## src/rtl/bcs_pkg.sv

```systemverilog
`timescale 1ns / 1ps
`default_nettype none

package bcs_pkg;

  localparam int unsigned IndexWidth = 6;
  localparam int unsigned CountWidth = 7;
  localparam int unsigned TFrac      = 16;
  localparam int unsigned TWidth     = TFrac + 1;
  localparam int unsigned TOne       = 1 << TFrac;
  localparam int unsigned NumPoints  = 4;
  localparam int unsigned NumAxes    = 3;
  localparam int unsigned LaneDepth  = 3;

  localparam logic [CountWidth-1:0] SampleCountReset = CountWidth'(10);

  typedef struct packed {
    logic                  valid;
    logic                  last;
    logic [IndexWidth-1:0] idx;
  } bcs_tag_t;

endpackage

`default_nettype wire

```

## src/rtl/bcs_lane.sv

```systemverilog
`timescale 1ns / 1ps
`default_nettype none

module bcs_lane #(
  parameter int unsigned CoordWidth = 16
) (
  input  logic                                         clk_i,
  input  logic                                         adv_i,
  input  logic [bcs_pkg::NumPoints-1:0][CoordWidth-1:0] p_i,
  input  logic [bcs_pkg::TWidth-1:0]                   t_i,
  output logic [CoordWidth-1:0]                        c_o
);
  import bcs_pkg::*;

  localparam int unsigned ProdWidth = CoordWidth + TWidth + 2;

  function automatic logic [CoordWidth-1:0] lerp(
    input logic [CoordWidth-1:0] p,
    input logic [CoordWidth-1:0] q,
    input logic [TWidth-1:0]     t
  );
    logic signed [CoordWidth:0]  diff;
    logic signed [ProdWidth-1:0] prod;
    logic signed [ProdWidth-1:0] sh;
    diff = $signed({q[CoordWidth-1], q}) - $signed({p[CoordWidth-1], p});
    prod = diff * $signed({1'b0, t});
    sh   = prod >>> TFrac;
    return p + sh[CoordWidth-1:0];
  endfunction

  logic [2:0][CoordWidth-1:0] l1_q;
  logic [TWidth-1:0]          t1_q;
  logic [1:0][CoordWidth-1:0] l2_q;
  logic [TWidth-1:0]          t2_q;
  logic [CoordWidth-1:0]      c_q;

  always_ff @(posedge clk_i) begin
    if (adv_i) begin
      l1_q[0] <= lerp(p_i[0], p_i[1], t_i);
      l1_q[1] <= lerp(p_i[1], p_i[2], t_i);
      l1_q[2] <= lerp(p_i[2], p_i[3], t_i);
      t1_q    <= t_i;
      l2_q[0] <= lerp(l1_q[0], l1_q[1], t1_q);
      l2_q[1] <= lerp(l1_q[1], l1_q[2], t1_q);
      t2_q    <= t1_q;
      c_q     <= lerp(l2_q[0], l2_q[1], t2_q);
    end
  end

  assign c_o = c_q;

endmodule

`default_nettype wire

```

## config.mk

```make
export PLATFORM = sky130hd
export DESIGN_NAME = bcs_lane
export DESIGN_NICKNAME = d
export VERILOG_FILES = /design/src/rtl/bcs_pkg.sv /design/src/rtl/bcs_lane.sv
export SDC_FILE = /design/constraint.sdc
export NUM_CORES = 2
export LEC_CHECK = 0
export ABC_AREA = 1
export BUFFER_PORTS_ARGS = -buffer_cell sky130_fd_sc_hd__buf_2
export CAP_MARGIN = 20
export CORE_AREA = 10 10 424 426
export DETAILED_ROUTE_END_ITERATION = 6
export DIE_AREA = 0 0 434 436
export GPL_TIMING_DRIVEN = 1
export HOLD_SLACK_MARGIN = 0.15
export PLACE_DENSITY = 0.61
export SYNTH_ARGS = -nofsm -noshare
export SYNTH_HDL_FRONTEND = slang
export SYNTH_SLANG_ARGS = --single-unit
```

## constraint.sdc

```tcl
create_clock -name clk_i -period 11.46 [get_ports clk_i]
set_input_delay 1.146 -clock clk_i [delete_from_list [all_inputs] [get_ports clk_i]]
set_output_delay 1.146 -clock clk_i [all_outputs]
set_load 0.005 [all_outputs]
```

== After elaboration in Yosys (flattened, before gate mapping) ==
Index checks and enable logic that the tools add are counted.

* Bits in registers: 130
* Bits of input ports: 83
* Output and inout bits: 16
* Logic and storage cells: 26

* Add/sub/neg operators: 12
* Multipliers: 6

{| class="wikitable"
|+ Operators with widths
! operator !! number
|-
| $mul A17 B18 Y32 || 6
|-
| $sub A16 B16 Y17 || 6
|-
| $add A16 B16 Y16 || 6
|}

== Depth between registers and ports, before layout ==
* Depth in word-level cells: 3
* Mapped depth: 50
* Mapped depth without buffers: 49

== Worst setup path before layout ==
OpenSTA, ideal clock, no wires.

* Kind: in2reg
* From: input port p_i[16] (netlist bit)
* To: register l1_q[14] (netlist bit), data pin
* Data arrival time: 8.692 ns
* Slack: 2.515 ns
* Stages: 43
* Path through: inv_1 -> ha_1 -> fa_1 -> inv_1 -> nand2_1 -> nand3_1 -> nand2_1 -> o21bai_1 -> or2_2 -> nand2_1 -> inv_1 -> clkbuf_1 -> nand2_1 -> fa_1 -> inv_1 -> fa_1 -> inv_1 -> fa_1 -> (+7 left out) -> a21o_1 -> a21oi_1 -> nand2_1 -> xor2_1 -> ha_1 -> fa_1 -> nand3_1 -> nand2_1 -> a21oi_1 -> o21ai_0 -> a21boi_0 -> o21ai_0 -> nand2_1 -> inv_1 -> o21ai_0 -> nand2_1 -> nand2_1 -> nand2_1

* Longest elaborated chain between the ends: 3

{| class="wikitable"
|+ RTL lines
! what !! RTL line !! RTL
|-
| from (decl) || bcs_lane.sv:9 || <nowiki>input logic [bcs_pkg::NumPoints-1:0][CoordWidth-1:0] p_i,</nowiki>
|-
| $sub A16 B16 Y17 || bcs_lane.sv:25 || <nowiki>diff = $signed({q[CoordWidth-1], q}) - $signed({p[CoordWidth-1], p});</nowiki>
|-
| $mul A17 B18 Y32 || bcs_lane.sv:26 || <nowiki>prod = diff * $signed({1'b0, t});</nowiki>
|-
| $add A16 B16 Y16 || bcs_lane.sv:28 || <nowiki>return p + sh[CoordWidth-1:0];</nowiki>
|-
| to (decl) || bcs_lane.sv:31 || <nowiki>logic [2:0][CoordWidth-1:0] l1_q;</nowiki>
|}

Every way passes these cells.
A chain may end at the register's enable or synchronous reset.

== Worst setup path after layout ==
* From: register l1_q[17] (netlist bit)
* To: register l2_q[15] (netlist bit), data pin

* Longest elaborated chain between the ends: 3

{| class="wikitable"
|+ RTL lines
! what !! RTL line !! RTL
|-
| $sub A16 B16 Y17 || bcs_lane.sv:25 ||
|-
| $mul A17 B18 Y32 || bcs_lane.sv:26 ||
|-
| $add A16 B16 Y16 || bcs_lane.sv:28 ||
|-
| to (decl) || bcs_lane.sv:33 || <nowiki>logic [1:0][CoordWidth-1:0] l2_q;</nowiki>
|}

Every way passes these cells.

==> key figures <==
Run status
  • Status: completed

STA
  • Final period utilization: 0.898
  • Final Setup Violations: 0
  • Worst Max-Slew Pin Slew: 1.17 ns
  • Slew Limit Fails: 0
  • TNS Setup: 0 ns
  • Tmin final: 10.30 ns
  • Max-slew headroom: 0.214
  • Skew final: 0.0216 ns
  • RSZ-0062 raised after global routing: no
  • Final Hold Viols: 0
  • Fmax: 97.1 MHz

Critical path
  • Crit Path Max Fanout: 15
  • Most used cell, CP: nand2_1
  • Worst path slowest cell: inv_1
  • Kind of end point of the critical path: register
  • Critical R2R Capture: l2_q[15]$_DFFE_PP_
  • Worst r2r src: l1_q[17]$_DFFE_PP_
  • Critical Path AT: 10.49 ns
  • Critical path required time: 11.65 ns
  • Critical path type: reg -> reg
  • Cell depth of the worst flop-to-flop path: 40
  • CP peak stage delay: 0.66 ns
  • Reg2reg setup slack: 1.16 ns
  • Worst Setup Start Kind: register

Synthesis
  • Syn Std Cell Area: 68200 um^2
  • Avg Inst Size Synth: 7.88 um^2
  • Cell taking the most area after synthesis: fa_1
  • Ys Warns: 0
  • Post-synth EDFFs: 130
  • Post-Syn Nets: 10900
  • Synth top area cells: fa_1, ha_1, inv_1
  • Yosys top cell area share: 0.396
  • Register bit total from synthesis: 130
  • Post-synthesis async set-or-reset flop share: 0
  • Yosys cell types: 50
  • Most common flop cell mapped by yosys: edfxtp_1
  • Synthesized instance count: 8652
  • Post-synthesis sequential area ratio: 0.0572

Global routing
  • Grt total ovfl: 0
  • Total track usage: 0.233
  • Met1 Usage GRT: 0.304
  • GR Layer Usage met2: 0.399
  • Vias in the first global route: 59100
  • Met3 usage: 0.0268
  • Antenna violations before repair: 1
  • Largest net degree at the start of global routing: 78
  • GR peak layer: met2
  • First-pass GRT wire length: 343000 um

CTS
  • Post-CTS sizing: 0
  • Clk Latency, worst-skew pair: 0.47 ns
  • Htree depth: 4
  • Clock-pin slew on the worst setup and hold paths: 0.07 ns
  • CTS sink count: 130
  • CTS Buffer Depth: 2
  • Hold Buf Count CTS: 0
  • CTS tree: done
  • CTS Buf Count: 17
  • CTS Root Cell: clkbuf_16
  • Postcts setup bufs: 0

Routing
  • DR DRC count: 0
  • Drt via density: 5.15
  • WL per Instance: 20.2 um
  • Post-route ant nets: 0
  • Routed via count: 56000
  • Total routed wirelength: 219000 um
  • Drt pass-1 iters: 6
  • Starting DRT DRC Count: 4417

Placement
  • Hpwl dp: 184000 um
  • RD Place Congestion: 0.946
  • IO Port Bufs: 98
  • Placed Instances: 10900

Worst hold path
  • Sink of the worst hold path: c_o[0]$_DFFE_PP_
  • Hold Crit Depth: 1
  • Hold path start: l2_q[0]$_DFFE_PP_
  • Worst Hold Class: reg -> reg

Final layout
  • Commonest non-fill, non-tap cell in the layout: inv_1
  • Area Overhead vs Synth: 5.54%
  • Share of layout cells above drive strength 1: 0.0386
  • Layout Nets: 10900
  • Commonest cells after routing, fill and taps aside: inv_1, nand2_1, fa_1
  • Fin cells: 10900

Floorplan
  • Num rows: 152
  • Starting Density: 0.399
  • Core Box Area: 171000 um^2
  • Die Wd: 434 um
  • Num ports: 99
  • Die area: 189000 um^2
  • Die Height: 436 um

Job
  • Max-Cap Viols: 0
-- cell usage after synthesis (all sizes together) (36+ instances only) --
| library cell | count |
|---|---|
| xnor2 | 62 |
| o21bai | 36 |
| nor2 | 931 |
| clkbuf | 214 |
| or2 | 69 |
| nand3 | 202 |
| o21ai | 139 |
| nor3 | 41 |
| xor2 | 147 |
| edfxtp | 130 |
| a21oi | 356 |
| nand2 | 1713 |
| ha | 834 |
| inv | 2208 |
| fa | 1350 |
-- routing by layer --
metal | routed length (um) | up-vias
met5 | 11 | -
met4 | 9630 | 2
met3 | 14600 | 393
met2 | 106000 | 2018
met1 | 89400 | 28000
li1 | - | 25600
-- critical path: cells and delay by family (launching register included) --
kind                     cells  cell delay (ns)
AO/OA/AOI/OAI                7             1.84
buffers and inverters        8             1.27
adder cells (fa/ha/maj)      9             4.03
XOR/XNOR                     1             0.54
AND/OR/NAND/NOR             15             1.74
flip-flops                   1             0.57
-- worst max path at each step --
stage	start	to	slack, ns
3_5_place_dp	p_i[33]	l1_q[31]$_DFFE_PP_	1.0
6_report	l1_q[17]$_DFFE_PP_	l2_q[15]$_DFFE_PP_	1.16
4_1_cts	l1_q[16]$_DFFE_PP_	l2_q[31]$_DFFE_PP_	1.44
3_3_place_gp	p_i[33]	l1_q[44]$_DFFE_PP_	1.03
2_1_floorplan	p_i[16]	l1_q[14]$_DFFE_PP_	2.52
5_1_grt	l1_q[17]$_DFFE_PP_	l2_q[15]$_DFFE_PP_	0.61
-- per-stage QoR --
stage	hold slack, ns	util	setup WS (ns)	cell area, um^2
floorplan	0.421	-	2.52	68200
global placement	0.757	0.417	1.03	71300
detailed placement	0.757	0.417	0.995	71300
CTS	0.766	0.421	1.44	72000
global route	0.748	0.421	0.605	72000
finish	0.754	0.421	1.16	72000
-- registers in the layout, summed over array words and instances, names as in the netlist --
name and count:
t2_q 17, l2_q 32, l1_q 48, c_o 16, t1_q 17
-- cells by family after synthesis --
group / Yosys count / synth area share
and+or+nand+nor: 3014 / 0.176
xor gates and xnor gates: 209 / 0.0272
DFF: 130 / 0.0572
AOI/OAI and AO/OA: 654 / 0.0544
adders and majority gates: 2184 / 0.549
buffers and inverters: 2461 / 0.136
-- cell type report --
class,instances,area (um^2)
fill,17300,99000
multi-input combinational,6061,55000
inverter,2232,8380
sequential,130,3900
tap,2233,2790
timing repair buffer,198,1250
clock buffer,18,429
clock inverter,14,201
antenna,1,2.50
Power is not shown: default switching activity piles up to over one toggle a cycle in this logic, so the estimate is an artifact.
