--- src/rtl/bcs_pkg.sv ---
`timescale 1ns / 1ps
`default_nettype none

package bcs_pkg;

  localparam int unsigned IndexWidth = 6;
  localparam int unsigned CountWidth = 7;
  localparam int unsigned TFrac      = 16;
  localparam int unsigned TWidth     = TFrac + 1;
  localparam int unsigned TOne       = 1 << TFrac;
  localparam int unsigned NumPoints  = 4;
  localparam int unsigned NumAxes    = 3;
  localparam int unsigned LaneDepth  = 3;

  localparam logic [CountWidth-1:0] SampleCountReset = CountWidth'(10);

  typedef struct packed {
    logic                  valid;
    logic                  last;
    logic [IndexWidth-1:0] idx;
  } bcs_tag_t;

endpackage

`default_nettype wire

--- src/rtl/bcs_if.sv ---
`timescale 1ns / 1ps
`default_nettype none

interface bcs_pts_if #(
  parameter int unsigned CoordWidth = 16
);
  logic                  valid;
  logic                  ready;
  logic [CoordWidth-1:0] p0_x;
  logic [CoordWidth-1:0] p0_y;
  logic [CoordWidth-1:0] p0_z;
  logic [CoordWidth-1:0] p1_x;
  logic [CoordWidth-1:0] p1_y;
  logic [CoordWidth-1:0] p1_z;
  logic [CoordWidth-1:0] p2_x;
  logic [CoordWidth-1:0] p2_y;
  logic [CoordWidth-1:0] p2_z;
  logic [CoordWidth-1:0] p3_x;
  logic [CoordWidth-1:0] p3_y;
  logic [CoordWidth-1:0] p3_z;

  modport source (
    output valid, p0_x, p0_y, p0_z, p1_x, p1_y, p1_z,
    output p2_x, p2_y, p2_z, p3_x, p3_y, p3_z,
    input  ready
  );
  modport sink (
    input  valid, p0_x, p0_y, p0_z, p1_x, p1_y, p1_z,
    input  p2_x, p2_y, p2_z, p3_x, p3_y, p3_z,
    output ready
  );
endinterface


`default_nettype wire

--- src/rtl/bcs_seq.sv ---
`timescale 1ns / 1ps
`default_nettype none

module bcs_seq #(
  parameter int unsigned MaxSamples = 64,
  parameter int unsigned CoordWidth = 16
) (
  input  logic                               clk_i,
  input  logic                               rst_ni,
  input  logic                               cfg_we_i,
  input  logic [bcs_pkg::CountWidth-1:0]     cfg_wdata_i,
  bcs_pts_if.sink                            pts_i,
  input  logic                               adv_i,
  output bcs_pkg::bcs_tag_t                  tag_o,
  output logic [bcs_pkg::NumPoints-1:0][bcs_pkg::NumAxes-1:0][CoordWidth-1:0] p_o,
  output logic [bcs_pkg::TWidth-1:0]         t_o
);
  import bcs_pkg::*;

  localparam int unsigned DistWidth = $clog2(MaxSamples);
  localparam int unsigned TabDepth  = 1 << DistWidth;

  typedef logic [NumPoints-1:0][NumAxes-1:0][CoordWidth-1:0] pts_t;

  logic [TWidth-1:0]    step_q_tab [TabDepth];
  logic [DistWidth-1:0] step_r_tab [TabDepth];

  for (genvar g = 0; g < TabDepth; g++) begin : g_step
    localparam int unsigned Div = (g == 0) ? 1 : g;
    assign step_q_tab[g] = TWidth'(TOne / Div);
    assign step_r_tab[g] = DistWidth'(TOne % Div);
  end

  logic [CountWidth-1:0] count_q;
  logic                  busy_q;
  logic [DistWidth-1:0]  n_q;
  logic [DistWidth-1:0]  d_q;
  logic [TWidth-1:0]     sq_q;
  logic [DistWidth-1:0]  sr_q;
  logic [TWidth-1:0]     acc_t_q;
  logic [DistWidth-1:0]  acc_r_q;
  pts_t                  pts_q;
  bcs_tag_t              tag_q;
  bcs_tag_t              tag_d;
  pts_t                  p_q;
  logic [TWidth-1:0]     t_q;

  pts_t                  pts_in;
  logic [DistWidth-1:0]  d_cfg;
  logic                  accept;
  logic                  last_issue;
  logic [DistWidth:0]    r_sum;
  logic                  wrap;
  logic [DistWidth-1:0]  acc_r_d;
  logic [TWidth-1:0]     acc_t_d;

  always_comb begin
    if (count_q < CountWidth'(2)) begin
      d_cfg = DistWidth'(1);
    end else if (32'(count_q) > MaxSamples) begin
      d_cfg = DistWidth'(MaxSamples - 1);
    end else begin
      d_cfg = DistWidth'(count_q - CountWidth'(1));
    end
  end

  assign pts_in[0] = {pts_i.p0_z, pts_i.p0_y, pts_i.p0_x};
  assign pts_in[1] = {pts_i.p1_z, pts_i.p1_y, pts_i.p1_x};
  assign pts_in[2] = {pts_i.p2_z, pts_i.p2_y, pts_i.p2_x};
  assign pts_in[3] = {pts_i.p3_z, pts_i.p3_y, pts_i.p3_x};

  assign last_issue  = busy_q && (n_q == d_q);
  assign pts_i.ready = !busy_q || (adv_i && last_issue);
  assign accept      = pts_i.valid && pts_i.ready;

  // advance t by 1/(count-1): whole step plus carried remainder
  assign r_sum   = {1'b0, acc_r_q} + {1'b0, sr_q};
  assign wrap    = r_sum >= {1'b0, d_q};
  assign acc_r_d = wrap ? DistWidth'(r_sum - {1'b0, d_q}) : DistWidth'(r_sum);
  assign acc_t_d = acc_t_q + sq_q + TWidth'(wrap);

  always_comb begin
    tag_d.valid = busy_q;
    tag_d.last  = n_q == d_q;
    tag_d.idx   = IndexWidth'(n_q);
  end

  always_ff @(posedge clk_i or negedge rst_ni) begin
    if (!rst_ni) begin
      count_q <= SampleCountReset;
      busy_q  <= 1'b0;
      tag_q   <= '0;
    end else begin
      if (cfg_we_i) begin
        count_q <= cfg_wdata_i;
      end
      if (accept) begin
        busy_q <= 1'b1;
      end else if (adv_i && last_issue) begin
        busy_q <= 1'b0;
      end
      if (adv_i) begin
        tag_q <= tag_d;
      end
    end
  end

  always_ff @(posedge clk_i) begin
    if (accept) begin
      pts_q   <= pts_in;
      d_q     <= d_cfg;
      sq_q    <= step_q_tab[d_cfg];
      sr_q    <= step_r_tab[d_cfg];
      n_q     <= '0;
      acc_t_q <= '0;
      acc_r_q <= '0;
    end else if (adv_i && busy_q) begin
      n_q     <= n_q + DistWidth'(1);
      acc_t_q <= acc_t_d;
      acc_r_q <= acc_r_d;
    end
    if (adv_i) begin
      p_q <= pts_q;
      t_q <= acc_t_q;
    end
  end

  assign tag_o = tag_q;
  assign p_o   = p_q;
  assign t_o   = t_q;

  a_first_t_zero: assert property (@(posedge clk_i) disable iff (!rst_ni)
    busy_q && adv_i && (n_q == '0) |=> t_q == '0)
    else $error("first sample of a request not at t = 0");

  a_last_t_one: assert property (@(posedge clk_i) disable iff (!rst_ni)
    adv_i && last_issue |=> t_q == TWidth'(TOne))
    else $error("last sample of a request not at t = 1");

  a_accept_on_last: assert property (@(posedge clk_i) disable iff (!rst_ni)
    accept && busy_q |-> adv_i && last_issue)
    else $error("request taken while samples still pending");

  a_remainder_range: assert property (@(posedge clk_i) disable iff (!rst_ni)
    busy_q |-> acc_r_q < d_q)
    else $error("step remainder out of range");

endmodule

`default_nettype wire

--- src/flat_wrapper.sv ---
// flat-port wrapper written by rule: the top's interface ports become plain ports
module bcs_seq_flat import bcs_pkg::*;
#(
  parameter int unsigned MaxSamples = 64,
  parameter int unsigned CoordWidth = 16
)
  (clk_i, rst_ni, cfg_we_i, cfg_wdata_i, adv_i, tag_o, p_o, t_o, pts_i_valid, pts_i_p0_x, pts_i_p0_y, pts_i_p0_z, pts_i_p1_x, pts_i_p1_y, pts_i_p1_z, pts_i_p2_x, pts_i_p2_y, pts_i_p2_z, pts_i_p3_x, pts_i_p3_y, pts_i_p3_z, pts_i_ready);
  bcs_pts_if #(.CoordWidth(CoordWidth)) pts_i_i ();
  input  logic clk_i;
  input  logic rst_ni;
  input  logic cfg_we_i;
  input  logic [bcs_pkg::CountWidth-1:0] cfg_wdata_i;
  input  logic adv_i;
  output bcs_pkg::bcs_tag_t tag_o;
  output logic [bcs_pkg::NumPoints-1:0][bcs_pkg::NumAxes-1:0][CoordWidth-1:0] p_o;
  output logic [bcs_pkg::TWidth-1:0] t_o;
  input wire logic [$bits(pts_i_i.valid)-1:0] pts_i_valid;
  input wire logic [$bits(pts_i_i.p0_x)-1:0] pts_i_p0_x;
  input wire logic [$bits(pts_i_i.p0_y)-1:0] pts_i_p0_y;
  input wire logic [$bits(pts_i_i.p0_z)-1:0] pts_i_p0_z;
  input wire logic [$bits(pts_i_i.p1_x)-1:0] pts_i_p1_x;
  input wire logic [$bits(pts_i_i.p1_y)-1:0] pts_i_p1_y;
  input wire logic [$bits(pts_i_i.p1_z)-1:0] pts_i_p1_z;
  input wire logic [$bits(pts_i_i.p2_x)-1:0] pts_i_p2_x;
  input wire logic [$bits(pts_i_i.p2_y)-1:0] pts_i_p2_y;
  input wire logic [$bits(pts_i_i.p2_z)-1:0] pts_i_p2_z;
  input wire logic [$bits(pts_i_i.p3_x)-1:0] pts_i_p3_x;
  input wire logic [$bits(pts_i_i.p3_y)-1:0] pts_i_p3_y;
  input wire logic [$bits(pts_i_i.p3_z)-1:0] pts_i_p3_z;
  output wire logic [$bits(pts_i_i.ready)-1:0] pts_i_ready;
  assign pts_i_i.valid = pts_i_valid;
  assign pts_i_i.p0_x = pts_i_p0_x;
  assign pts_i_i.p0_y = pts_i_p0_y;
  assign pts_i_i.p0_z = pts_i_p0_z;
  assign pts_i_i.p1_x = pts_i_p1_x;
  assign pts_i_i.p1_y = pts_i_p1_y;
  assign pts_i_i.p1_z = pts_i_p1_z;
  assign pts_i_i.p2_x = pts_i_p2_x;
  assign pts_i_i.p2_y = pts_i_p2_y;
  assign pts_i_i.p2_z = pts_i_p2_z;
  assign pts_i_i.p3_x = pts_i_p3_x;
  assign pts_i_i.p3_y = pts_i_p3_y;
  assign pts_i_i.p3_z = pts_i_p3_z;
  assign pts_i_ready = pts_i_i.ready;
  bcs_seq #(.MaxSamples(MaxSamples), .CoordWidth(CoordWidth)) u_core (.clk_i(clk_i), .rst_ni(rst_ni), .cfg_we_i(cfg_we_i), .cfg_wdata_i(cfg_wdata_i), .pts_i(pts_i_i), .adv_i(adv_i), .tag_o(tag_o), .p_o(p_o), .t_o(t_o));
endmodule
--- config.mk ---
export PLATFORM = sky130hd
export DESIGN_NAME = bcs_seq_flat
export DESIGN_NICKNAME = d
export VERILOG_FILES = /design/src/rtl/bcs_pkg.sv /design/src/rtl/bcs_if.sv /design/src/rtl/bcs_seq.sv /design/src/flat_wrapper.sv
export SDC_FILE = /design/constraint.sdc
export NUM_CORES = 1
export LEC_CHECK = 0
export ABC_AREA = 1
export BUFFER_PORTS_ARGS = -buffer_cell sky130_fd_sc_hd__buf_2
export CORE_UTILIZATION = 58
export DETAILED_ROUTE_END_ITERATION = 8
export HOLD_SLACK_MARGIN = 0.05
export PLACE_DENSITY = 0.85
export SYNTH_ARGS = -nofsm -noshare
export SYNTH_HDL_FRONTEND = slang
export SYNTH_SLANG_ARGS = --single-unit
export TNS_END_PERCENT = 10
--- constraint.sdc ---
create_clock -name clk_i -period 24.9 [get_ports clk_i]
set_input_delay 4.98 -clock clk_i [delete_from_list [all_inputs] [get_ports clk_i]]
set_output_delay 4.98 -clock clk_i [all_outputs]
set_load 0.01 [all_outputs]
Yosys cells after proc, flatten, opt, wreduce, memory -nomap -nowiden
Memory sizes are Yosys's and may differ from the RTL's. A register that Yosys moved wholly into a read port is not among the register bits.
Index checks and enable logic that the tools add are counted.
Operators by class
  multiplexer cells: 5
  $add $sub $neg: 6
  bitwise gates (word level): 1
  reduce and logical (&&, ||, !) cells: 7
  order comparisons: 3
  eq/ne operators: 1
Operators with widths (count)
  $mux W6: 3
  $add A17 B1 Y17: 1
  $add A17 B17 Y17: 1
  $add A6 B6 Y7: 1
  $ge A7 B6 Y1: 1
  $gt A7 B7 Y1 const B: 1
  $lt A7 B2 Y1 const B: 1
  $not A6 Y7: 1
  $add A6 B1 Y6 const B: 1
  $eq A6 B6 Y1: 1
  $sub A6 B1 Y6 const B: 1
  $sub A6 B6 Y6: 1
  $logic_and A1 B1 Y1: 4
  $mux W1: 2
  $reduce_bool A2 Y1: 1
  $logic_not A1 Y1: 1
  $logic_or A1 B1 Y1: 1
Storage, ports and cells
  logic and storage cells: 59
  bits of input ports: 204
  memories kept: 2
  bits in read-only memories: 1472
  output and inout bits: 218
  register bits after elaboration: 452
Memory list
  (no name shown): depth 64, width 17, rd ports 1, clocked after Yosys merged registers in 1, wr ports 0, line bcs_seq.sv:112  | sq_q <= step_q_tab[d_cfg];
  (no name shown): depth 64, width 6, rd ports 1, clocked after Yosys merged registers in 1, wr ports 0, line bcs_seq.sv:113  | sr_q <= step_r_tab[d_cfg];

Longest topological paths before layout
  depth after elaboration: 6
  mapped depth: 28

Worst setup path after synthesis
Ideal clock, no wire load.
  kind: input-to-reg
  start: input port adv_i
  end: register u_core.d_q[0] (enable)
  slack: 12492 ps
  data arrival time: 11734 ps
  setup time: 674 ps
  stages on the path: 7
  path through: inv_1 a21oi_1 nand4_1 nand2_1 nand2_1 inv_1 clkbuf_1
On the way
  longest elaborated chain between the ends: 3
RTL lines
  start: declaration: line flat_wrapper.sv:13  | input logic adv_i;
  $logic_and A1 B1 Y1: line bcs_seq.sv:73  | assign pts_i.ready = !busy_q || (adv_i && last_issue);
  $logic_or A1 B1 Y1: line bcs_seq.sv:73
  named net pts_i_ready: line flat_wrapper.sv:30  | output wire logic [$bits(pts_i_i.ready)-1:0] pts_i_ready;
  $logic_and A1 B1 Y1: line bcs_seq.sv:74  | assign accept = pts_i.valid && pts_i.ready;
  named net u_core.accept: line bcs_seq.sv:50  | logic accept;
  end signal: assignment: line bcs_seq.sv:111  | d_q <= d_cfg;
  end: declaration: line bcs_seq.sv:37  | logic [DistWidth-1:0] d_q;
The timed path passes the listed nets, and every way through them passes these cells.
A chain may end at the register's enable or synchronous reset.

Worst setup path in the final report
  start: input port adv_i
  end: output port pts_i_ready
On the way
  longest elaborated chain between the ends: 2
RTL lines (line)
  $logic_and A1 B1 Y1: bcs_seq.sv:73
  $logic_or A1 B1 Y1: bcs_seq.sv:73
  end: declaration: flat_wrapper.sv:30
Every way passes these cells.

==> reports/metrics.yaml <==
worst_setup_path:
  crit_required_ns: 19.92
  startpoint_type: "input port"
  crit_type: "in2out"
  cp-end-kind: "output pin"
  path_max_fanout: 70
  crit_arrival_ns: 6.42
die:
  die_area_sq_um: 31400
  fp.dieW_um: 177
  start_util_pct: 59.5
  core_area_sq_um: 30000
  ios: 422
  num_rows: 63
  die_h_um: 177
clock_network:
  cts_made_buffers: 44
  cts_tree: "done"
  root_buffer: "clkbuf_16"
  cts.clk_slew.worst_paths_ns: 0.06
  clock_sinks: 475
  ctsResizeCount: 0
  post-cts-setup-buffers: 0
  cts_max_level: 2
  worstSkewPairLatency_ns: 0.55
  clock_tree.buffer_depth: 3
  hold_buffers: 0
final_layout:
  drive_gt1_share_pct: 29.9
  fin_area_sq_um: 21800
  post-route-util_pct: 72.6
  mostFrequentLayoutCells: "edfxtp_1 (430), buf_2 (420), nand2_1 (286)"
  fin_nets: 1937
  post_layout_nonfiller_instances: 2130
  area_growth_pct: 22.0
  final_common_cell: "edfxtp_1"
place:
  port_buffers: 421
  place_hpwl_um: 32900
  post_dp_cell_area_sq_um: 20400
  placedCellCount: 2027
  globalplace.congestion: 0.945
worst_hold_path:
  hp-class: "reg2reg"
grt:
  antenna_found_initial: 18
  grt-ovfl-total: 0
  grt_pass1_vias: 11073
  grt_pass1_wl_um: 67100
  globalRouteTotalUtil_pct: 29.3
  grt_max_degree: 108
drt:
  vias: 11744
  wire_per_inst_um: 22.5
  drtAntennaViolNets: 0
  viasPerCell: 5.51
  drcViolationCount: 0
  drt_first_iter_violations: 1266
  wirelength_um: 48000
  firstDrtPassIters: 6
sta:
  rsz0062_at_grt: "no"
  max_freq_mhz: 87.7
  fin_crit_ns: 11.40
  worst_pin_slew_ns: 1.01
  slew_headroom_pct: 32.8
  period_share_pct: 45.8
  setup_violations: 0
  finalMaxSlewViolations: 0
  hold_viol: 0
  tns_ns: 0
  finClkSkew_ns: 0.0226
pwr:
  p_per_area_nw_per_um2: 105
  cellLeakagePower_nw: 9.03
  vdd_drop_max_v: 0.0000631
synthesis:
  synth_cell_type_count: 41
  ys_warn_count: 0
  synth_area_sq_um: 17800
  synthArstFlopShare_pct: 3.37
  synth_fp_nets: 1490
  synth-edff-count: 430
  seq_area_frac_synth_pct: 77.9
  synthCells: 1236
  ys_ff_latch: 475
  synth.avg_cell_area_sq_um: 14.4
  ys.flop_type: "edfxtp_1"
status:
  status: "complete, no violations"
run:
  maxCapViolations: 0
-- layer usage --
layer  up-vias  share of wire (%)  GRT usage, %
li1       5330                  -             -
met1      5693                 35          34.0
met2       613                 53          52.7
met3       108                7.8          5.85
met4         0                3.7          12.6
met5         -                  0             0
-- path summary, 6_finish.rpt --
check	start	endpoint	slack, ns	cells after the start
setup / recovery	adv_i	pts_i_ready	13.50	6
hold / removal	u_core.pts_q[99]	u_core.p_o[99]	0.40	0
setup reg to reg	u_core.acc_r_q[0]	u_core.acc_t_q[16]	20.10	26
hold reg to reg	u_core.pts_q[99]	u_core.p_o[99]	0.40	0
max in group asynchronous	rst_ni	u_core.count_q[3]	20.22	1
min in group asynchronous	rst_ni	u_core.count_q[5]	4.36	1
-- cells in the mapped netlist (5+ instances only) --
cell	instances	area, sq um
nand2_1	286	1070
dfxtp_1	29	581
clkbuf_1	9	33.8
nor2_1	46	173
o211ai_1	5	37.5
edfxtp_1	430	12900
a21o_1	7	52.6
nand4_1	15	93.8
xor2_1	10	87.6
dfrtp_1	14	350
ha_1	46	576
buf_2	12	60.1
o21ai_0	38	190
nand2_2	5	31.3
xnor2_1	13	114
nor3_1	8	40.0
inv_1	80	300
nand3_1	88	440
a21oi_1	49	245
-- flip-flops by register name (all words and copies together), names as in the netlist --
register	flops
u_core.acc_r_q	6
u_core.acc_t_q	17
u_core.busy_q	1
u_core.count_q	7
u_core.d_q	6
u_core.n_q	6
u_core.p_o	192
u_core.pts_q	192
u_core.sq_q	17
u_core.sr_q	6
u_core.t_o	17
u_core.tag_o	8
-- final cells by class --
| cell class | count | area (sq um) |
|---|---|---|
| diodes | 23 | 57.6 |
| clock buffers | 56 | 1180 |
| clock inverters | 24 | 168 |
| fillers | 1898 | 8200 |
| inverters | 85 | 327 |
| multi-input cells | 651 | 3490 |
| flip-flops and latches | 475 | 13900 |
| well taps | 390 | 488 |
| repair buffers | 426 | 2150 |
-- through the flow --
| stage | power (mW) | hold slack, ns | setup slack (ns) |
|---|---|---|---|
| 2_1_floorplan | 1.48 | 0.400 | 12.49 |
| 3_3_place_gp | 1.62 | 0.400 | 13.61 |
| 3_5_place_dp | 1.65 | 0.405 | 13.56 |
| 4_1_cts | 2.28 | 0.413 | 13.54 |
| 5_1_grt | 2.39 | 0.414 | 13.38 |
| 6_report | 2.29 | 0.401 | 13.50 |
-- power by group --
part           leakage, nW  switching [mW]  internal, mW
logic                 3.88           0.379         0.199
registers             4.49          0.0554          1.02
clock network        0.657           0.283         0.347
total                 9.03           0.717          1.57
-- worst max-delay path, stage by stage --
cell and delay [ns]:
clkbuf_8 0.48, inv_1 0.33, a21oi_1 0.20, nand4_1 0.14, nand2_1 0.12, buf_2 0.14
-- cells by family after synthesis --
family | after synthesis | share of synthesized area, %
fa+ha+maj | 50 | 3.68
flops | 475 | 77.9
buf+inv | 110 | 2.51
xor+xnor | 23 | 1.13
compound gates | 108 | 3.26
simple gates | 470 | 11.5
Note: power is estimated with default switching activity, not from simulation.
