[src/rtl/bcs_pkg.sv]
`timescale 1ns / 1ps
`default_nettype none

package bcs_pkg;

  localparam int unsigned IndexWidth = 6;
  localparam int unsigned CountWidth = 7;
  localparam int unsigned TFrac      = 16;
  localparam int unsigned TWidth     = TFrac + 1;
  localparam int unsigned TOne       = 1 << TFrac;
  localparam int unsigned NumPoints  = 4;
  localparam int unsigned NumAxes    = 3;
  localparam int unsigned LaneDepth  = 3;

  localparam logic [CountWidth-1:0] SampleCountReset = CountWidth'(10);

  typedef struct packed {
    logic                  valid;
    logic                  last;
    logic [IndexWidth-1:0] idx;
  } bcs_tag_t;

endpackage

`default_nettype wire

[src/rtl/bcs_if.sv]
`timescale 1ns / 1ps
`default_nettype none


interface bcs_curve_if #(
  parameter int unsigned CoordWidth = 16
);
  logic                  valid;
  logic                  ready;
  logic [CoordWidth-1:0] curve_x;
  logic [CoordWidth-1:0] curve_y;
  logic [CoordWidth-1:0] curve_z;
  logic [5:0]            sample_index;
  logic                  last_sample;

  modport source (
    output valid, curve_x, curve_y, curve_z, sample_index, last_sample,
    input  ready
  );
  modport sink (
    input  valid, curve_x, curve_y, curve_z, sample_index, last_sample,
    output ready
  );
endinterface

`default_nettype wire

[src/rtl/bcs_merge.sv]
`timescale 1ns / 1ps
`default_nettype none

module bcs_merge #(
  parameter int unsigned CoordWidth = 16
) (
  input  logic                                       clk_i,
  input  logic                                       rst_ni,
  input  bcs_pkg::bcs_tag_t                          tag_i,
  input  logic [bcs_pkg::NumAxes-1:0][CoordWidth-1:0] c_i,
  output logic                                       adv_o,
  bcs_curve_if.source                                curve_o
);
  import bcs_pkg::*;

  bcs_tag_t              dl_q [LaneDepth];
  logic                  ov_q;
  logic [CoordWidth-1:0] x_q;
  logic [CoordWidth-1:0] y_q;
  logic [CoordWidth-1:0] z_q;
  logic [IndexWidth-1:0] idx_q;
  logic                  last_q;

  assign adv_o = !ov_q || curve_o.ready;

  always_ff @(posedge clk_i or negedge rst_ni) begin
    if (!rst_ni) begin
      for (int k = 0; k < LaneDepth; k++) begin
        dl_q[k] <= '0;
      end
      ov_q <= 1'b0;
    end else if (adv_o) begin
      dl_q[0] <= tag_i;
      for (int k = 1; k < LaneDepth; k++) begin
        dl_q[k] <= dl_q[k-1];
      end
      ov_q <= dl_q[LaneDepth-1].valid;
    end
  end

  always_ff @(posedge clk_i) begin
    if (adv_o) begin
      x_q    <= c_i[0];
      y_q    <= c_i[1];
      z_q    <= c_i[2];
      idx_q  <= dl_q[LaneDepth-1].idx;
      last_q <= dl_q[LaneDepth-1].last;
    end
  end

  assign curve_o.valid        = ov_q;
  assign curve_o.curve_x      = x_q;
  assign curve_o.curve_y      = y_q;
  assign curve_o.curve_z      = z_q;
  assign curve_o.sample_index = idx_q;
  assign curve_o.last_sample  = last_q;

endmodule

`default_nettype wire

[src/flat_wrapper.sv]
// flat-port wrapper written by rule: the top's interface ports become plain ports
module bcs_merge_flat import bcs_pkg::*;
#(
  parameter int unsigned CoordWidth = 16
)
  (clk_i, rst_ni, tag_i, c_i, adv_o, curve_o_valid, curve_o_curve_x, curve_o_curve_y, curve_o_curve_z, curve_o_sample_index, curve_o_last_sample, curve_o_ready);
  bcs_curve_if #(.CoordWidth(CoordWidth)) curve_o_i ();
  input  logic clk_i;
  input  logic rst_ni;
  input  bcs_pkg::bcs_tag_t tag_i;
  input  logic [bcs_pkg::NumAxes-1:0][CoordWidth-1:0] c_i;
  output logic adv_o;
  output wire logic [$bits(curve_o_i.valid)-1:0] curve_o_valid;
  output wire logic [$bits(curve_o_i.curve_x)-1:0] curve_o_curve_x;
  output wire logic [$bits(curve_o_i.curve_y)-1:0] curve_o_curve_y;
  output wire logic [$bits(curve_o_i.curve_z)-1:0] curve_o_curve_z;
  output wire logic [$bits(curve_o_i.sample_index)-1:0] curve_o_sample_index;
  output wire logic [$bits(curve_o_i.last_sample)-1:0] curve_o_last_sample;
  input wire logic [$bits(curve_o_i.ready)-1:0] curve_o_ready;
  assign curve_o_valid = curve_o_i.valid;
  assign curve_o_curve_x = curve_o_i.curve_x;
  assign curve_o_curve_y = curve_o_i.curve_y;
  assign curve_o_curve_z = curve_o_i.curve_z;
  assign curve_o_sample_index = curve_o_i.sample_index;
  assign curve_o_last_sample = curve_o_i.last_sample;
  assign curve_o_i.ready = curve_o_ready;
  bcs_merge #(.CoordWidth(CoordWidth)) u_core (.clk_i(clk_i), .rst_ni(rst_ni), .tag_i(tag_i), .c_i(c_i), .adv_o(adv_o), .curve_o(curve_o_i));
endmodule
[config.mk]
export PLATFORM = sky130hd
export DESIGN_NAME = bcs_merge_flat
export DESIGN_NICKNAME = d
export VERILOG_FILES = /design/src/rtl/bcs_pkg.sv /design/src/rtl/bcs_if.sv /design/src/rtl/bcs_merge.sv /design/src/flat_wrapper.sv
export SDC_FILE = /design/constraint.sdc
export NUM_CORES = 1
export LEC_CHECK = 0
export BUFFER_PORTS_ARGS = -buffer_cell sky130_fd_sc_hd__buf_4
export CAP_MARGIN = 10
export CORE_MARGIN = 2
export CORE_UTILIZATION = 50
export DETAILED_ROUTE_END_ITERATION = 6
export PLACE_DENSITY = 0.84
export RECOVER_POWER = 100
export SYNTH_ARGS = -nofsm -noshare
export SYNTH_HDL_FRONTEND = slang
export SYNTH_SLANG_ARGS = --single-unit
[constraint.sdc]
create_clock -name clk_i -period 4 [get_ports clk_i]
set_clock_uncertainty 0.15 [all_clocks]
set_input_delay 0.4 -clock clk_i [delete_from_list [all_inputs] [get_ports clk_i]]
set_output_delay 0.4 -clock clk_i [all_outputs]
set_load 0.005 [all_outputs]
# [Word level (Yosys, flattened, before mapping)]
# Cells that the tools add are included.
[word_totals] out_inout_bits=57 reg_bits=80 elab_cells=17 inputBits=59
[op_classes] n_reduce_logical=2
[op_table] cell="zero test 1 bit" count=1
[op_table] cell="logical OR 1 bit" count=1

# [Logic depth before layout (Yosys ltp)]
# Gate-level depths: netlist (run 1).
[depth] word_depth=2 ltp_mapped=4 ltp_nobuf=2

# [Worst setup path after synthesis (run 1)]
# Ideal clock, no wire load.
[synth_path] path_kind="in2reg" from="in curve_o_ready" to="reg u_core.dl_q[0] (netlist bit)" n_path_buf=2 setup_ps=125 required_time_ps=3725 path_slack_ps=2424 arrival_time_ps=1301 path_stages=4 path_cell_list="nand2b_4 -> buf_6 -> buf_8 -> mux2_4"
[synth_between] elab_chain_len=1
[synth_lines] item="start, declared" line_no="flat_wrapper.sv:19" source="input wire logic [$bits(curve_o_i.ready)-1:0] curve_o_ready;"
[synth_lines] item="logical OR 1 bit" line_no="bcs_merge.sv:24" source="assign adv_o = !ov_q || curve_o.ready;"
[synth_lines] item="via adv_o" line_no="flat_wrapper.sv:12" source="output logic adv_o;"
[synth_lines] item="end signal, assigned by index" line_no="bcs_merge.sv:35" source="dl_q[k] <= dl_q[k-1];"
[synth_lines] item="end, declared" line_no="bcs_merge.sv:16" source="bcs_tag_t dl_q [LaneDepth];"
# The timed path passes the listed nets, and every way through them passes these cells.
# A chain may end at the register's enable or synchronous reset.

# [Worst setup path in the final report (run 1)]
[layout_path] from="reg u_core.ov_q (netlist: u_core.curve_o.valid)" to="reg u_core.dl_q[14] (netlist bit)"
[layout_between] elab_chain_len=2
[layout_lines] item="start, declared" line_no="bcs_merge.sv:17" source="logic ov_q;"
[layout_lines] item="start signal, assigned" line_no="bcs_merge.sv:37" source="ov_q <= dl_q[LaneDepth-1].valid;"
[layout_lines] item="zero test 1 bit" line_no="bcs_merge.sv:24"
[layout_lines] item="logical OR 1 bit" line_no="bcs_merge.sv:24"
# Every way passes these cells.

==> results of run 1 <==
==> cells in the final DEF (no fill, tap or decap), drive strengths merged <==
master	n
buf	9
bufinv	3
clkbuf	116
clkinv	3
clkinvlp	1
dfrtp	25
dlygate4sd3	1
edfxtp	55
mux2	24
nand2b	2
==> sequential cells by signal, indices dropped and copies added, names as in the netlist <==
name	flops
u_core.curve_o.last_sample	1
u_core.curve_o.curve_z	16
u_core.curve_o.curve_y	16
u_core.curve_o.curve_x	16
u_core.curve_o.valid	1
u_core.curve_o.sample_index	6
u_core.dl_q	24
==> worst paths after layout <==
path	start	end	slack [ns]
min in group asynchronous	rst_ni	u_core.dl_q[19]$_DFFE_PN0P_	0.72
max in group asynchronous	rst_ni	u_core.dl_q[14]$_DFFE_PN0P_	2.20
worst min register to register	u_core.dl_q[2]$_DFFE_PN0P_	u_core.curve_o.sample_index[2]$_DFFE_PP_	0.30
worst max-delay path	u_core.curve_o.valid$_DFFE_PN0P_	u_core.dl_q[14]$_DFFE_PN0P_	1.17
worst min-delay path	c_i[30]	u_core.curve_o.curve_y[14]$_DFFE_PP_	0.11
worst max register to register	u_core.curve_o.valid$_DFFE_PN0P_	u_core.dl_q[14]$_DFFE_PN0P_	1.17
==> power groups by stage <==
stage	clock network, mW	registers [mW]	logic (mW)
6_report	0.681	1.25	0.412
5_1_grt	0.720	1.27	0.450
4_1_cts	0.691	1.26	0.535
3_5_place_dp	0	1.27	0.533
3_3_place_gp	0	1.26	0.521
2_1_floorplan	0	1.26	0.262
==> routing by layer <==
layer | track usage [%] | wire length (µm)
met4 | 6.96 | 62
met5 | 0 | 0
met3 | 5.88 | 470
met2 | 27.9 | 2450
met1 | 22.9 | 2080
==> cells by family (layout without fill, tap and decap cells) <==
| family | count (synthesis) | in the layout | synth area share (%) |
|---|---|---|---|
| flops | 80 | 80 | 84.9 |
| simple gates | 2 | 2 | 0.747 |
| mux | 24 | 24 | 12.6 |
| buf+inv | 3 | 133 | 1.73 |
==> per-stage QoR <==
stage	instances	cell area, µm²
floorplan	109	2680
global placement	292	3590
detailed placement	292	3590
CTS	309	3840
global route	309	3710
finish	309	3710
==> critical path: stages (launching register included) <==
cell and delay, ns:
dfrtp_1 0.41, nand2b_4 0.49, clkbuf_1 1.20, mux2_2 0.43
==> area by class of cell <==
| type | count | area [µm²] |
|---|---|---|
| clock buffers | 9 | 124 |
| clock inverters | 7 | 110 |
| fillers | 362 | 1430 |
| multi-input cells | 26 | 290 |
| flip-flops and latches | 80 | 2280 |
| well taps | 70 | 87.6 |
| repair buffers | 117 | 817 |
==> repair_timing <==
| item | in CTS | in global routing |
|---|---|---|
| endpoints found under the hold margin | 25 | 0 |
| endpoints found under the setup margin | 0 | 0 |
| hold buffers | 1 | 0 |
==> results_dict.tcl, run 1 <==
set metrics [dict create \
    wire_per_inst_um 16.4 \
    nNetsFinal 293 \
    power_frac_comb_pct 17.6 \
    yosysTopAreaCellShare_pct 61.6 \
    ys.flop_type "edfxtp_1" \
    grt_pass1_wl_um 7710 \
    worst_pin_slew_ns 1.57 \
    required_ns 4.07 \
    worstPathArrival_ns 2.90 \
    rsz0062_at_grt "no" \
    cts-buffers-inserted 9 \
    power_density_mw_per_mm2 631 \
    critPathKind "flip-flop to flip-flop" \
    root_buffer "clkbuf_8" \
    portBuffers 115 \
    p_int_mw 1.80 \
    die_w_um 77.2 \
    clk_pin_slew_ns 0.08 \
    min_path_type "primary input to flip-flop" \
    worstHoldPathCells 1 \
    cts_tree "yes" \
    syn_inst 109 \
    antenna_found_initial 0 \
    drt_iter0_markers 115 \
    peakVddDrop_mv 0.627 \
    totalPowerFinal_mw 2.34 \
    synth_fp_nets 168 \
    cts_buffer_depth 2 \
    finalWirelength_um 5070 \
    end_kind "flip-flop" \
    grt_pass1_vias 1422 \
    die-height_um 77.2 \
    finish.utilization_pct 72.1 \
    finalMaxSlewViolations 32 \
    placement_rows 26 \
    yosys.area.top_type "edfxtp_1" \
    clock.fmax_mhz 353 \
    maxCapViolCount 1 \
    first_pass_iters 4 \
    drc 0 \
    initial_core_util_pct 52.2 \
    drtAntennaViolNets 0 \
    post_cts_resized 0 \
    core-area_mm2 0.00514 \
    n_antenna_cell 0 \
    r2r_cells 3 \
    synthTopCellsByCount "edfxtp_1, dfrtp_1, mux2_4" \
    vias_per_cell 4.62 \
    dieArea_mm2 0.00596 \
    yosysUniqueCellTypes 9 \
    hold_slack_ns 0.108 \
    p_sw_mw 0.543 \
    status "complete, but fails checks" \
    syn_area_mm2 0.00268 \
    leakagePower_nw 1.55 \
    clock_latency_ns 0.34 \
    track_usage_pct 17.7 \
    ys_seq_area_share_pct 84.9 \
    layout-drive-gt1-share_pct 50.2 \
    async_flop_share_pct 31.3 \
    slew_headroom_pct -4.42 \
    cts_sinks 80 \
    htreeDepth 3 \
    worst_slack_ns 1.17 \
    grt_max_degree 52 \
    synth_seq_cells 80 \
    p_sw_share_pct 23.2 \
    report.final.hold_viol_count 0 \
    synth_most_common_cell "edfxtp_1" \
    area_delta_synth_final_pct 38.2 \
    synth-edff-count 55 \
    dpl.hpwl_um 3530 \
    ys_warn_count 0 \
    place_ws_ns 1.75 \
    startpoint_type "flip-flop" \
    synth.area.top_cells "edfxtp_1, dfrtp_1, mux2_4, mux2_2, buf_12" \
    gr-total-overflow 0 \
    failed_checks "max-capacitance violations, max-slew violations" \
    final.setup.tns_ns 0 \
    syn_area_per_cell_um2 24.6 \
    post_cts_buffers 0 \
    seqPwrFrac_pct 53.3 \
    clkPwrFrac_pct 29.1 \
    layout_min_cycle_time_ns 2.83 \
    setup_violations 0 \
    cp_max_fo 51 \
    vias 1427 \
    period_share_pct 70.8 \
    gp_congestion 0.682 \
    io-pin-count 116 \
]
(Power assumes the default switching activity.)
==> run 2: changes to the inputs <==
Settings changed: CORE_UTILIZATION 50 to 42, PLACE_DENSITY 0.84 to 0.75.
Clock period 4 ns to 2.46 ns, I/O delays scaled along.
==> run 2 against run 1 <==
Against the previous run: the flow now finishes without violations; die area up 18%; global-route usage down 0.79 points; non-clock buffer count is 57 higher; critical path type is now flip-flop to primary output; largest power group unchanged.
==> results_dict.tcl, run 2 (synthesis results as in run 1) <==
set metrics [dict create \
    status "finished clean" \
    dpl.hpwl_um 3680 \
    min_from "u_core.dl_q[6]$_DFFE_PN0P_" \
    reg2reg_from "u_core.curve_o.valid$_DFFE_PN0P_" \
    finalWirelength_um 5670 \
    vias_per_cell 4.39 \
    path_cells "nand2b_4 > buf_4 > clkbuf_1" \
    min_path_type "flip-flop to flip-flop" \
    antenna_found_initial 0 \
    placement_rows 29 \
    initial_core_util_pct 42.7 \
    drt_iter0_markers 66 \
    worstHoldEndpoint "u_core.curve_o.last_sample$_DFFE_PP_" \
    die_w_um 83.9 \
    worst_slack_ns 0.492 \
    track_usage_pct 16.9 \
    n_antenna_cell 0 \
    layout-drive-gt1-share_pct 42.2 \
    htreeDepth 3 \
    grt_use_met2_pct 27.0 \
    root_buffer "clkbuf_8" \
    largest_reg_flops 24 \
    met3_usage_pct 4.95 \
    startpoint_type "flip-flop" \
    peakVddDrop_mv 0.425 \
    worst_pin_slew_ns 1.32 \
    report.final.hold_viol_count 0 \
    worst_path_largest_cell_delay_ns 0.41 \
    worstHoldPathCells 0 \
    drtAntennaViolNets 0 \
    critPathKind "flip-flop to primary output" \
    maxCapViolCount 0 \
    crit_slowest_cell "dfrtp_1" \
    r2r_cells 3 \
    clock_latency_ns 0.32 \
    totalPowerFinal_mw 3.60 \
    gr-total-overflow 0 \
    leakagePower_nw 1.78 \
    drc 0 \
    fill_cells 434 \
    vias 1637 \
    end_kind "primary output" \
    required_ns 2.06 \
    dieArea_mm2 0.00704 \
    cts-buffers-inserted 9 \
    portBuffers 115 \
    rsz0062_at_grt "no" \
    die-height_um 83.9 \
    wire_per_inst_um 15.2 \
    power_density_mw_per_mm2 848 \
    area_delta_synth_final_pct 58.4 \
    final.setup.tns_ns 0 \
    finalMaxSlewViolations 0 \
    io-pin-count 116 \
    core-area_mm2 0.00628 \
    clock.fmax_mhz 508 \
    setup_violations 0 \
    grt_busiest_layer "met2" \
    finish.utilization_pct 67.7 \
    grt_pass1_wl_um 9000 \
    layout_min_cycle_time_ns 1.97 \
    final_cell_mix "clkbuf_4, dlygate4sd3_1, edfxtp_1" \
    cts_buffer_depth 2 \
    grt_pass1_vias 1742 \
    gp_congestion 0.843 \
    cts_tree "yes" \
    grt_max_degree 37 \
    period_share_pct 80.0 \
    r2r-end "u_core.dl_q[10]$_DFFE_PN0P_" \
    nNetsFinal 350 \
    rrSetupSlack_ns 0.84 \
    first_pass_iters 4 \
    layout_commonest_cell "clkbuf_4" \
    grt_use_met1_pct 21.9 \
    cts_sinks 80 \
    slew_headroom_pct 11.7 \
    top_register "u_core.dl_q" \
    clk_pin_slew_ns 0.07 \
    cp_max_fo 26 \
    place_ws_ns 0.795 \
    worstPathArrival_ns 1.57 \
]
-- run 2: changes by cell type in the layout (fill, tap and decap cells not counted), sizes merged --
cell / delta
dlygate4sd3: +56
bufinv: -3
buf: +2
clkbuf: +2
-- run 2: worst max-delay path by stage --
stage	startpoint	endpoint	slack [ns]	depth (start not counted)
final	u_core.curve_o.valid$_DFFE_PN0P_	adv_o	0.49	3
after global routing	u_core.curve_o.valid$_DFFE_PN0P_	adv_o	0.36	3
after CTS	u_core.curve_o.valid$_DFFE_PN0P_	adv_o	0.44	3
after detailed placement	u_core.curve_o.valid$_DFFE_PN0P_	u_core.dl_q[23]$_DFFE_PN0P_	0.79	3
after global placement	u_core.curve_o.valid$_DFFE_PN0P_	u_core.dl_q[15]$_DFFE_PN0P_	0.82	3
after floorplan	u_core.curve_o.valid$_DFFE_PN0P_	u_core.dl_q[0]$_DFFE_PN0P_	0.91	4
-- run 2: layer usage --
metal  vias to the layer above  share of wire [%]
met5                         -                  0
met4                         0                1.5
met3                        12                8.2
met2                        89                 47
met1                       763                 43
li1                        773                  -
-- run 2: power by group --
part           internal (mW)  switching (mW)  total [mW]
Clock                  0.388           0.414       0.801
Combinational          0.450           0.324       0.773
Sequential              1.88           0.143        2.03
-- run 2: what timing repair did --
action	in CTS	in global routing
setup buffers	0	0
hold endpoints to repair	81	0
resized for setup	0	0
hold buffers	57	0
-- run 2: through the flow --
step                      instance area (µm²)  cells  hold slack (ns)
after floorplan                          2680    109           -0.200
after global placement                   3620    300           0.0150
after detailed placement                 3620    300           0.0176
after CTS                                4360    373            0.192
after global routing                     4250    373            0.317
final                                    4250    373            0.297
-- run 2: final cells by class --
type                            count  area, µm²  area share (%)
Timing Repair Buffer              174       1420            33.4
Clock inverter                      4       21.3           0.501
Clock buffer                       12        145            3.42
Tap cell                           77       96.3            2.27
Multi-Input combinational cell     26        290            6.84
Sequential cell                    80       2280            53.6
-- run 2: worst max-delay path, delay by kind of cell, from the launching register on --
family | cells | cell delay, ns
flops | 1 | 0.41
simple gates | 1 | 0.31
buf+inv | 2 | 0.52
==> run 3: changes to the inputs <==
Clock period 2.46 ns to 1.6 ns, I/O delays scaled along.
==> run 3 against run 2 <==
Against the previous run: core utilization up 1.1 points; design area increased by 1.7%; register-to-register slack worse by 0.72 ns; worst hold slack worse by 0.20 ns; die area did not move; setup slack worse by 0.42 ns; first-iteration DRC count fell by 12%; global-route usage is 0.80 points higher; power increased by 64%; clock power up 92%; largest cell class unchanged.
==> results_dict.tcl, run 3 (synthesis results as in run 1) <==
set metrics [dict create \
    status "finished clean" \
    cts_sinks 80 \
    gr-total-overflow 0 \
    worstHoldPathCells 3 \
    rrSetupSlack_ns 0.12 \
    grt_pass1_wl_um 9250 \
    grt_max_degree 35 \
    drt_iter0_markers 58 \
    io-pin-count 116 \
    layout_commonest_cell "clkbuf_4" \
    worstHoldEndpoint "u_core.dl_q[15]$_DFFE_PN0P_" \
    end_kind "primary output" \
    cp_max_fo 27 \
    antenna_found_initial 0 \
    seqCellArea_mm2 0.00228 \
    final.setup.tns_ns 0 \
    gp_congestion 0.770 \
    portBuffers 115 \
    core-area_mm2 0.00628 \
    worstPathArrival_ns 1.21 \
    maxCapViolCount 0 \
    finalMaxSlewViolations 0 \
    power_density_mw_per_mm2 1370 \
    layout_min_cycle_time_ns 1.52 \
    clock_latency_ns 0.34 \
    placement_rows 29 \
    report.final.hold_viol_count 0 \
    rsz0062_at_grt "no" \
    reg2reg_from "u_core.curve_o.valid$_DFFE_PN0P_" \
    htreeDepth 3 \
    r2r-end "u_core.curve_o.curve_z[12]$_DFFE_PP_" \
    fin_area_mm2 0.00432 \
    drtAntennaViolNets 0 \
    critPathKind "flip-flop to primary output" \
    worst_slack_ns 0.0756 \
    cts-buffers-inserted 9 \
    dpl.hpwl_um 3830 \
    cts_tree "yes" \
    multi_input_area_um2 290 \
    largest_reg_flops 24 \
    first_pass_iters 4 \
    startpoint_type "flip-flop" \
    fill_cells 421 \
    place_ws_ns 0.233 \
    vias 1690 \
    wire_per_inst_um 15.7 \
    dpl_cell_area_mm2 0.00367 \
    slew_headroom_pct 60.1 \
    clk_pin_slew_ns 0.07 \
    leakagePower_nw 1.82 \
    min_from "curve_o_ready" \
    vias_per_cell 4.49 \
    cts_buffer_depth 2 \
    top_register "u_core.dl_q" \
    worst_pin_slew_ns 0.599 \
    clock.fmax_mhz 656 \
    drc 0 \
    nNetsFinal 353 \
    min_path_type "primary input to flip-flop" \
    finalWirelength_um 5920 \
    layout-drive-gt1-share_pct 43.1 \
    die_w_um 83.9 \
    final_cell_mix "clkbuf_4, dlygate4sd3_1, edfxtp_1" \
    setup_violations 0 \
    area_delta_synth_final_pct 61.0 \
    grt_pass1_vias 1768 \
    initial_core_util_pct 42.7 \
    peakVddDrop_mv 0.914 \
    dieArea_mm2 0.00704 \
    period_share_pct 95.3 \
    required_ns 1.29 \
    finish.utilization_pct 68.8 \
    track_usage_pct 17.7 \
    n_antenna_cell 0 \
    die-height_um 83.9 \
    root_buffer "clkbuf_8" \
    r2r_cells 3 \
]
## run 3: area by class of cell
type                       instances  area share (%)
clock buffer                      12            3.13
multi-input combinational         26            6.72
sequential                        80            52.8
tap                               77            2.23
timing repair buffer             177            33.5
clock inverter                     4            1.62
## run 3: worst max-delay path by stage
stage                                startpoint                          to  slack, ns  depth (start not counted)
6_report       u_core.curve_o.valid$_DFFE_PN0P_                       adv_o       0.08                          3
5_1_grt        u_core.curve_o.valid$_DFFE_PN0P_                       adv_o       0.01                          3
4_1_cts        u_core.curve_o.valid$_DFFE_PN0P_                       adv_o       0.06                          3
3_5_place_dp   u_core.curve_o.valid$_DFFE_PN0P_  u_core.dl_q[0]$_DFFE_PN0P_       0.23                          3
3_3_place_gp   u_core.curve_o.valid$_DFFE_PN0P_  u_core.dl_q[2]$_DFFE_PN0P_       0.26                          3
2_1_floorplan  u_core.curve_o.valid$_DFFE_PN0P_  u_core.dl_q[0]$_DFFE_PN0P_       0.05                          4
## run 3: critical path, stage by stage (launching register included)
cell and delay [ns]:
dfrtp_1 0.41, nand2b_4 0.12, buf_12 0.19, buf_4 0.14
## run 3: metal layers
metal / wire length (µm) / global-route usage [%] / part of all wire (%) / vias to the layer above
li1: - / - / - / 780
met1: 2560 / 22.8 / 43 / 803
met2: 2750 / 27.6 / 46 / 94
met3: 476 / 5.34 / 8.0 / 13
met4: 131 / 8.36 / 2.2 / 0
met5: 0 / 0 / 0 / -
## run 3: power breakdown
part	total, mW	switching (mW)	internal, mW
combinational	1.25	0.516	0.736
sequential	3.12	0.220	2.90
clock	1.54	0.666	0.876
total	5.91	1.40	4.51
## run 3: timing repair
action                                  in CTS  in global routing
endpoints found under the setup margin       1                  0
gates resized for setup                      0                  0
buffers inserted                             1                  0
hold buffers                                57                  0
hold endpoints to repair                    81                  0
## run 3: per-stage QoR
stage | hold WS, ns | cells | power (mW)
2_1_floorplan | -0.286 | 109 | 3.81
3_3_place_gp | -0.0720 | 303 | 4.56
3_5_place_dp | -0.0713 | 303 | 4.62
4_1_cts | 0.0706 | 376 | 6.27
5_1_grt | 0.0901 | 376 | 6.21
6_report | 0.0925 | 376 | 5.91
